File: config.mk
export PLATFORM = sky130hd
export DESIGN_NAME = bpa_scan
export DESIGN_NICKNAME = d
export VERILOG_FILES = /design/src/bpa_pkg.sv /design/src/bpa_scan.sv
export SDC_FILE = /design/constraint.sdc
export NUM_CORES = 1
export LEC_CHECK = 0
export ABC_CLOCK_PERIOD_IN_PS = 6200
export BUFFER_PORTS_ARGS = -buffer_cell sky130_fd_sc_hd__buf_2
export CAP_MARGIN = 20
export CORE_ASPECT_RATIO = 1.25
export CORE_UTILIZATION = 40
export DETAILED_ROUTE_END_ITERATION = 10
export PLACE_DENSITY = 0.68
export SETUP_SLACK_MARGIN = 0.2
export SLEW_MARGIN = 20
export SYNTH_ARGS = -nofsm -noshare
export SYNTH_HDL_FRONTEND = slang
export SYNTH_SLANG_ARGS = --single-unit
export TNS_END_PERCENT = 100
File: constraint.sdc
create_clock -name vclk -period 6.2
set_input_delay 1.55 -clock vclk [all_inputs]
set_output_delay 1.55 -clock vclk [all_outputs]
set_load 0.03 [all_outputs]
File: src/bpa_pkg.sv
package bpa_pkg;

  // Field and counter widths
  localparam int unsigned CNT_W    = 16;
  localparam int unsigned CUR_W    = 15;
  localparam int unsigned CMD_W    = 3;
  localparam int unsigned ADDR_W   = 32;
  localparam int unsigned WORD_W   = 32;
  localparam int unsigned BIT_W    = 5;

  // Defaults for the top-level parameters
  localparam int unsigned MAX_PAGE_COUNT_DEF = 32768;
  localparam int unsigned PAGE_BYTES_DEF     = 4096;

  // Register reset values
  localparam logic [CNT_W-1:0] TOTAL_RESET  = 16'd32768;
  localparam logic [CUR_W-1:0] CURSOR_RESET = 15'h00FF;

  // Configuration register indexes
  localparam logic REG_TOTAL_PAGES  = 1'b0;
  localparam logic REG_START_CURSOR = 1'b1;

  typedef enum logic [CMD_W-1:0] {
    CMD_ALLOC     = 3'd0,
    CMD_FREE      = 3'd1,
    CMD_MARK_FREE = 3'd2,
    CMD_RESERVE   = 3'd3,
    CMD_INIT      = 3'd4
  } cmd_e;

  // Outcome of scanning one bitmap word for a free page
  typedef struct packed {
    logic             found;
    logic [BIT_W-1:0] idx;
  } scan_res_t;

endpackage

File: src/bpa_scan.sv
// Masks one bitmap word to the page window [lo, hi) and finds the lowest free page.
module bpa_scan #(
  parameter int unsigned AW = 10
) (
  input  logic [bpa_pkg::WORD_W-1:0] word_i,
  input  logic [AW-1:0]              wd_idx_i,
  input  logic [bpa_pkg::CNT_W-1:0]  lo_i,
  input  logic [bpa_pkg::CNT_W-1:0]  hi_i,
  output bpa_pkg::scan_res_t         res_o
);

  logic [bpa_pkg::CNT_W-1:0]  hi_m1;
  logic [bpa_pkg::WORD_W-1:0] lo_mask;
  logic [bpa_pkg::WORD_W-1:0] hi_mask;
  logic [bpa_pkg::WORD_W-1:0] cand;

  assign hi_m1 = hi_i - bpa_pkg::CNT_W'(1);

  always_comb begin
    lo_mask = '1;
    hi_mask = '1;
    if (wd_idx_i == AW'(32'(lo_i) >> 5)) begin
      lo_mask = {bpa_pkg::WORD_W{1'b1}} << lo_i[4:0];
    end
    if (wd_idx_i == AW'(32'(hi_m1) >> 5)) begin
      hi_mask = {bpa_pkg::WORD_W{1'b1}} >> (5'd31 - hi_m1[4:0]);
    end
  end

  assign cand = ~word_i & lo_mask & hi_mask;

  // priority pick, lowest bit wins
  always_comb begin
    res_o.found = |cand;
    res_o.idx   = '0;
    for (int i = bpa_pkg::WORD_W - 1; i >= 0; i--) begin
      if (cand[i]) begin
        res_o.idx = bpa_pkg::BIT_W'(i);
      end
    end
  end

endmodule

==> results.toml, run 1 <==
[global_route]
antenna_found_initial = 0
grt_pass1_wl_um = 15970
grt_max_degree = 22
gr-usage-all-layers_pct = 32.90
grt_pass1_vias = 3468
grt-ovfl-total = 0

[sta]
max_slew_margin_pct = 62.21
worst_slew_pin_slew_ns = 0.5594
setup_ws_ns = -0.1507
hold_viol = 0
setup_viol = 6
setup_tns_ns = -0.6883
slew_violations = 0
min_period_ns = 6.351
rsz0062_at_grt = "true"
max_freq_ghz = 0.1575
finalCritPeriodShare_pct = 102.4

[die]
fp.dieW_um = 69.38
io_pins = 80
rows = 30
start_util_pct = 41.70
core_um2 = 5443
dieArea_um2 = 5982
die_h_um = 86.22

[drt]
routedWlPerCell_um = 19.08
routed_wl_um = 10780
route.detailed.drc = 0
postRouteAntennaNets = 0
drt-vias-per-instance = 6.349
dr.pass1.iters = 5
vias = 3587
drt_iter0_markers = 289

[logic_synthesis]
synth_fa_ha_area_share_pct = 1.654
synth_compound_area_share_pct = 45.04
synth_mux_area_share_pct = 0.4961
syn_area_um2 = 2270
yosys.area_share.simple_pct = 37.38
ys_top_cells_by_area = "a21oi_1 7.5%, xor2_1 6.2%, nor2_1 5.6%"
yosysTopAreaCellShare_pct = 7.497
synth_top_family_by_area = "compound AO/OA/AOI/OAI gates"
synth.distinct_cells = 69
ys_warn_count = 0
syn_inst = 353
synth_fp_nets = 430
yosysSeqAreaShare_pct = 0
yosysTopAreaCell = "a21oi_1"
yosys.area_share.xor_xnor_pct = 10.42
syn_area_per_cell_um2 = 6.430

[cells_and_area]
fin_util_pct = 70.16
seq_cell_count = 0
final_cells = 565
nNetsFinal = 580
stdcell_area_um2 = 3819
drive_gt1_share_pct = 44.91
regArea_um2 = 0
antenna_cells = 0
syn_to_final_growth_pct = 68.25
fill_cells = 459
nClkBuffers = 0

[min_path]
hold_end = "res_o[0]"
holdPathStages = 6
hold_path.class = "in2out"
min_from = "word_i[2]"

[worst_setup_path]
cpPeakStageDelay_ns = 0.53
cp.required_ns = 4.65
worstSetupPathType = "in2out"
slowest_stage = "or4_4"
worst_setup_path_end_kind = "primary output"
crit_arrival_ns = 4.80
crit_chain = "buf_6, buf_6, or4_4, buf_6, buf_4, nor4_4, xnor2_1, a211oi_2, buf_4, nand4_4, buf_6, buf_6, o31ai_4, buf_6, nand4_1, a311oi_2, nor4_4, buf_4"
cp-start-kind = "primary input"
worst_path_most_repeated_cell = "buf_6"
critPathMaxFanout = 4

[power]
p_int_mw = 0.1031
pwr_density_cell_nw_per_um2 = 63.10
switching_share_pct = 57.20
clockPowerShare_pct = 0
p_switching_mw = 0.1378
leakage_nw = 1.576
totalPowerFinal_mw = 0.2410
pwr-share-seq_pct = 0
ir_drop_uv = 43.18
combPwrFrac_pct = 100.0

[run_status]
status = "finished, violations left"
violations = "negative setup slack"

[placement]
dp.cells = 544
place_hpwl_um = 8151
place.gp.congestion = 0.9392
dpl-instance-area_um2 = 3292
port_buffers = 78

[job]
cap_viol_max_count = 0

[clocking]
cts_hold_buf = 0
[how the worst max path moves through the flow]
| stage | start | slack (ns) | endpoint |
|---|---|---|---|
| final | hi_i[0] | -0.15 | res_o[0] |
| after detailed placement | hi_i[0] | -0.38 | res_o[3] |
| after floorplan | hi_i[2] | 0.21 | res_o[0] |
| after CTS | hi_i[0] | -0.14 | res_o[0] |
| after global routing | hi_i[0] | -0.26 | res_o[0] |
| after global placement | hi_i[0] | -0.19 | res_o[4] |
[synthesized netlist by cell type, drive strengths merged (3+ instances only)]
| cell | count |
|---|---|
| o21bai | 5 |
| a211o | 3 |
| a21oi | 34 |
| a21o | 7 |
| nand3 | 9 |
| a41oi | 8 |
| o21ai | 22 |
| nor4 | 12 |
| xnor2 | 11 |
| xor2 | 16 |
| clkbuf | 11 |
| or4 | 4 |
| nand4 | 8 |
| inv | 7 |
| or3b | 3 |
| o211ai | 4 |
| nor2 | 34 |
| or3 | 5 |
| o311ai | 3 |
| nor3 | 12 |
| and3 | 5 |
| o31ai | 8 |
| nor2b | 5 |
| or2 | 3 |
| o21a | 6 |
| ha | 3 |
| o211a | 3 |
| nand2 | 30 |
| buf | 8 |
| nand2b | 7 |
| a211oi | 9 |
| a311oi | 3 |
| and4 | 3 |
| a32oi | 3 |
| and2 | 8 |
| a22oi | 3 |
[placed cells by master, fill, tap and decap left out, drive strengths merged, types with 4 or more instances in the layout]
| cell | count |
|---|---|
| or4 | 4 |
| nor3 | 12 |
| o211ai | 4 |
| or3 | 5 |
| nor2b | 5 |
| xnor2 | 11 |
| a41oi | 8 |
| o21a | 6 |
| a211oi | 9 |
| inv | 7 |
| a21o | 7 |
| a21oi | 34 |
| nor4 | 12 |
| nor2 | 34 |
| xor2 | 16 |
| o31ai | 8 |
| nand2b | 7 |
| nand2 | 30 |
| and2 | 8 |
| nand4 | 8 |
| o21bai | 5 |
| o21ai | 22 |
| and3 | 5 |
| buf | 167 |
| nand3 | 9 |
[power by group through the flow]
stage | logic, mW | clock network [mW] | registers (mW)
final | 0.241 | 0 | 0
after global routing | 0.255 | 0 | 0
after CTS | 0.219 | 0 | 0
after detailed placement | 0.207 | 0 | 0
after global placement | 0.204 | 0 | 0
after floorplan | 0.115 | 0 | 0
[layer usage]
layer  vias to the layer above  wire length, um  GRT usage [%]
li1                       1679                -              -
met1                      1672             3852          32.80
met2                       183             5659          65.84
met3                        53              587          3.372
met4                         0              681          18.18
met5                         -                0              0
[repair_timing]
| action | in CTS | in global routing |
|---|---|---|
| pin swaps | 19 | 26 |
| resized for setup | 34 | 42 |
| endpoints found under the setup margin | 6 | 6 |
| gates cloned | 0 | 0 |
| buffers inserted | 13 | 8 |
[cells by family after synthesis]
group	Yosys count
and+or+nand+nor	154
xor gates and xnor gates	27
AOI/OAI and AO/OA	142
adders and majority gates	3
buffers and inverters	26
muxes	1
[metrics by stage]
| stage | setup WS (ns) | hold WS (ns) |
|---|---|---|
| 2_1_floorplan | 0.2055 | 3.442 |
| 3_3_place_gp | -0.1886 | 3.740 |
| 3_5_place_dp | -0.3767 | 3.769 |
| 4_1_cts | -0.1351 | 3.754 |
| 5_1_grt | -0.2570 | 3.769 |
| 6_report | -0.1507 | 3.761 |
[area by class of cell]
| type | instances | area, um2 | area share, % |
|---|---|---|---|
| tap | 64 | 80.08 | 2.097 |
| timing repair buffer | 167 | 1181 | 30.93 |
| inverter | 7 | 26.28 | 0.6881 |
| multi-input combinational | 327 | 2531 | 66.28 |
[critical path, delay by kind of cell]
kind / cells / cell delay, ns
buf+inv: 9 / 1.27
simple gates: 5 / 1.04
compound gates: 3 / 0.82
xor+xnor: 1 / 0.13
(Power assumes the default switching activity.)
==> inputs of run 2 (changes only) <==
--- a/config.mk
+++ b/config.mk
@@ -12,7 +12,7 @@
 export CORE_UTILIZATION = 40
 export DETAILED_ROUTE_END_ITERATION = 10
 export PLACE_DENSITY = 0.68
-export SETUP_SLACK_MARGIN = 0.2
+export SETUP_SLACK_MARGIN = 0.05
 export SLEW_MARGIN = 20
 export SYNTH_ARGS = -nofsm -noshare
 export SYNTH_HDL_FRONTEND = slang
==> results.toml, run 2 (same netlist as run 1, synthesis figures left out) <==
[run_status]
status = "finished, violations left"
violations = "negative setup slack"

[placement]
port_buffers = 78
place.gp.congestion = 1.002
place_hpwl_um = 7825
post-place-ws_ns = -0.2108
dpl-instance-area_um2 = 3144

[worst_setup_path]
cp-start-kind = "primary input"
worstSetupPathType = "in2out"
worst_path_most_repeated_cell = "buf_4"
worst_setup_path_end_kind = "primary output"
cp_num_buf_inv = 5
startpoint = "hi_i[3]"
critPathMaxFanout = 15
cpPeakStageDelay_ns = 0.56
cp.required_ns = 4.65
slowest_stage = "or4_4"
crit_chain = "buf_8, or4_4, or3_1, a21o_1, a221oi_2, buf_4, nand4_4, buf_12, o31ai_4, buf_4, nand4_1, a311oi_2, nor4_2, buf_4"
cp_top_family = "simple AND/OR/NAND/NOR gates"
crit_arrival_ns = 4.65

[global_route]
grt_pass1_wl_um = 15590
gr-usage-all-layers_pct = 31.99
grt_max_degree = 22
antenna_found_initial = 0
grt_pass1_vias = 3311
grt-ovfl-total = 0

[drt]
drt_iter0_markers = 302
route.detailed.drc = 0
dr.pass1.iters = 6
routedWlPerCell_um = 18.05
postRouteAntennaNets = 0
routed_wl_um = 9908
vias = 3527
drt-vias-per-instance = 6.424

[die]
die_h_um = 86.22
start_util_pct = 41.70
dieArea_um2 = 5982
io_pins = 80
core_um2 = 5443
fp.dieW_um = 69.38
rows = 30

[cells_and_area]
fin_util_pct = 66.14
regArea_um2 = 0
final_cell_mix = "70 x buf_2, 70 x buf_4, 34 x a21oi_1"
nNetsFinal = 564
syn_to_final_growth_pct = 58.60
seq_cell_count = 0
stdcell_area_um2 = 3600
antenna_cells = 0
nClkBuffers = 0
drive_gt1_share_pct = 42.68

[sta]
slew_violations = 0
setup_tns_ns = -0.0007283
worst_slew_pin_slew_ns = 0.6219
min_period_ns = 6.201
hold_viol = 0
max_freq_ghz = 0.1613
setup_viol = 1
whs_ns = 3.692
rsz0062_at_grt = "true"
max_slew_margin_pct = 58.38
finalCritPeriodShare_pct = 100.0
setup_ws_ns = -0.0007283

[power]
leakage_nw = 1.491
ir_drop_uv = 39.30
pwr_density_cell_nw_per_um2 = 64.09

[job]
cap_viol_max_count = 0

[min_path]
hold_path.class = "in2out"
min_from = "word_i[0]"

[clocking]
cts_hold_buf = 0
run 2: report_power, final:
part | internal, mW | total (mW) | switching (mW)
combinational | 0.0981 | 0.231 | 0.133
sequential | 0 | 0 | 0
clock | 0 | 0 | 0
run 2: worst min-delay path, stage by stage:
cell,delay [ns]
buf_2,0.09
a21o_1,0.20
nand2_1,0.09
nor4_2,0.05
buf_4,0.16
run 2: through the flow:
stage	total power, mW	instances
final	0.2307	549
after detailed placement	0.1978	538
after CTS	0.2143	547
after global placement	0.1955	538
after floorplan	0.1104	353
after global routing	0.2478	549
run 2: final timing paths:
path	endpoint	cells past startpoint
worst max-delay path	res_o[0]	14
worst min-delay path	res_o[0]	5
run 2: cell type report:
cell class,count,area (um2)
fill,494,1843
inverter,7,26.28
multi-input combinational,327,2481
tap,64,80.08
timing repair buffer,151,1012
run 2: repair_timing:
action,CTS,global route
buffers inserted,8,2
hold endpoints to repair,0,0
setup endpoints to repair,6,6
cloned,1,0
pin swaps,16,9
resized for setup,47,28
run 2: routing by layer:
metal	global-route usage [%]	up-vias	share of wire (%)
met2	62.31	199	51
met1	34.87	1626	38
met4	16.33	0	6.1
met3	1.395	54	5.2
li1	-	1648	-
met5	0	-	0
==> inputs of run 3 (changes only) <==
--- a/config.mk
+++ b/config.mk
@@ -6,12 +6,12 @@
 export NUM_CORES = 1
 export LEC_CHECK = 0
 export ABC_CLOCK_PERIOD_IN_PS = 6200
-export BUFFER_PORTS_ARGS = -buffer_cell sky130_fd_sc_hd__buf_2
 export CAP_MARGIN = 20
 export CORE_ASPECT_RATIO = 1.25
 export CORE_UTILIZATION = 40
 export DETAILED_ROUTE_END_ITERATION = 10
-export PLACE_DENSITY = 0.68
+export DONT_BUFFER_PORTS = 1
+export PLACE_DENSITY = 0.56
 export SETUP_SLACK_MARGIN = 0.05
 export SLEW_MARGIN = 20
 export SYNTH_ARGS = -nofsm -noshare
==> results.toml, run 3 (same netlist as run 1, synthesis figures left out) <==
[run_status]
status = "finished, final reports clean"

[sta]
setup_viol = 0
setup_ws_ns = 0.09536
min_period_ns = 6.105
finalCritPeriodShare_pct = 98.46
hold_viol = 0
max_freq_ghz = 0.1638
rsz0062_at_grt = "true"
slew_violations = 0
max_slew_margin_pct = 57.41
worst_slew_pin_slew_ns = 0.6305

[power]
leakage_nw = 1.093
ir_drop_uv = 35.98
totalPowerFinal_mw = 0.1798
pwr_density_cell_nw_per_um2 = 59.10

[cells_and_area]
antenna_cells = 0
final_cell_mix = "58 x buf_4, 34 x nor2_1, 34 x a21oi_1"
seq_cell_count = 0
regArea_um2 = 0
nClkBuffers = 0
drive_gt1_share_pct = 28.72
nNetsFinal = 476
syn_to_final_growth_pct = 34.07
layout_commonest_cell = "buf_4"

[global_route]
gr-usage-all-layers_pct = 30.30
antenna_found_initial = 0
grt_max_degree = 22
grt-ovfl-total = 0
grt_pass1_vias = 3007
grt_pass1_wl_um = 14470

[placement]
post-place-ws_ns = -0.1802
place.gp.congestion = 0.9552
place_hpwl_um = 7608
port_buffers = 0

[die]
die_h_um = 86.22
core_um2 = 5443
io_pins = 80
start_util_pct = 41.70
dieArea_um2 = 5982
rows = 30
fp.dieW_um = 69.38

[drt]
routedWlPerCell_um = 20.82
dr.pass1.iters = 5
route.detailed.drc = 0
drt_iter0_markers = 274
routed_wl_um = 9596
postRouteAntennaNets = 0
drt-vias-per-instance = 6.761
vias = 3117

[worst_setup_path]
worstSetupPathType = "in2out"
critPathMaxFanout = 6
worst_setup_path_end_kind = "primary output"
crit_arrival_ns = 4.55
cp.required_ns = 4.65
cp-start-kind = "primary input"

[job]
cap_viol_max_count = 0

[min_path]
hold_path.class = "in2out"

[clocking]
cts_hold_buf = 0
## run 3: area by class of cell
type | instances | area (um2)
multi-input combinational | 328 | 2419
inverter | 7 | 46.29
fill | 544 | 2400
timing repair buffer | 62 | 498.0
tap | 64 | 80.08
## run 3: metal layers
metal / global-route usage, % / part of all wire (%)
met1: 32.45 / 36
met2: 57.19 / 52
met3: 2.442 / 5.5
met4: 19.11 / 6.6
met5: 0 / 0
## run 3: timing repair
| action | 4_1_cts | 5_1_grt |
|---|---|---|
| pin swaps | 3 | 19 |
| setup buffers | 5 | 8 |
| setup endpoints to repair | 6 | 6 |
| gates resized for setup | 14 | 39 |
| cloned | 1 | 0 |
| hold endpoints to repair | 0 | 0 |
## run 3: path summary, 6_finish.rpt
kind                   from  endpoint  depth (start not counted)
setup / recovery    hi_i[3]  res_o[3]                         11
hold / removal    word_i[0]  res_o[0]                          4
## run 3: critical path, cell delays in order
cell	delay (ns)
or4_4	0.55
or4_4	0.53
a221oi_2	0.22
buf_4	0.19
buf_4	0.15
a41oi_1	0.21
a211oi_2	0.24
or3b_1	0.44
a211oi_2	0.24
nor3_2	0.06
buf_4	0.17
## run 3: power breakdown
part | switching (mW) | total [mW] | internal [mW]
clock network | 0 | 0 | 0
logic | 0.106 | 0.180 | 0.0741
registers | 0 | 0 | 0
## run 3: stage by stage
stage / cells / instance area (um2) / utilization (%) / hold slack [ns] / TNS [ns]
floorplan: 353 / 2296 / - / 3.424 / -0.1195
global placement: 447 / 2669 / 49.03 / 3.585 / -0.5059
detailed placement: 447 / 2669 / 49.03 / 3.591 / -0.7314
CTS: 453 / 2795 / 51.36 / 3.593 / 0
global route: 461 / 3043 / 55.91 / 3.621 / 0
finish: 461 / 3043 / 55.91 / 3.591 / 0
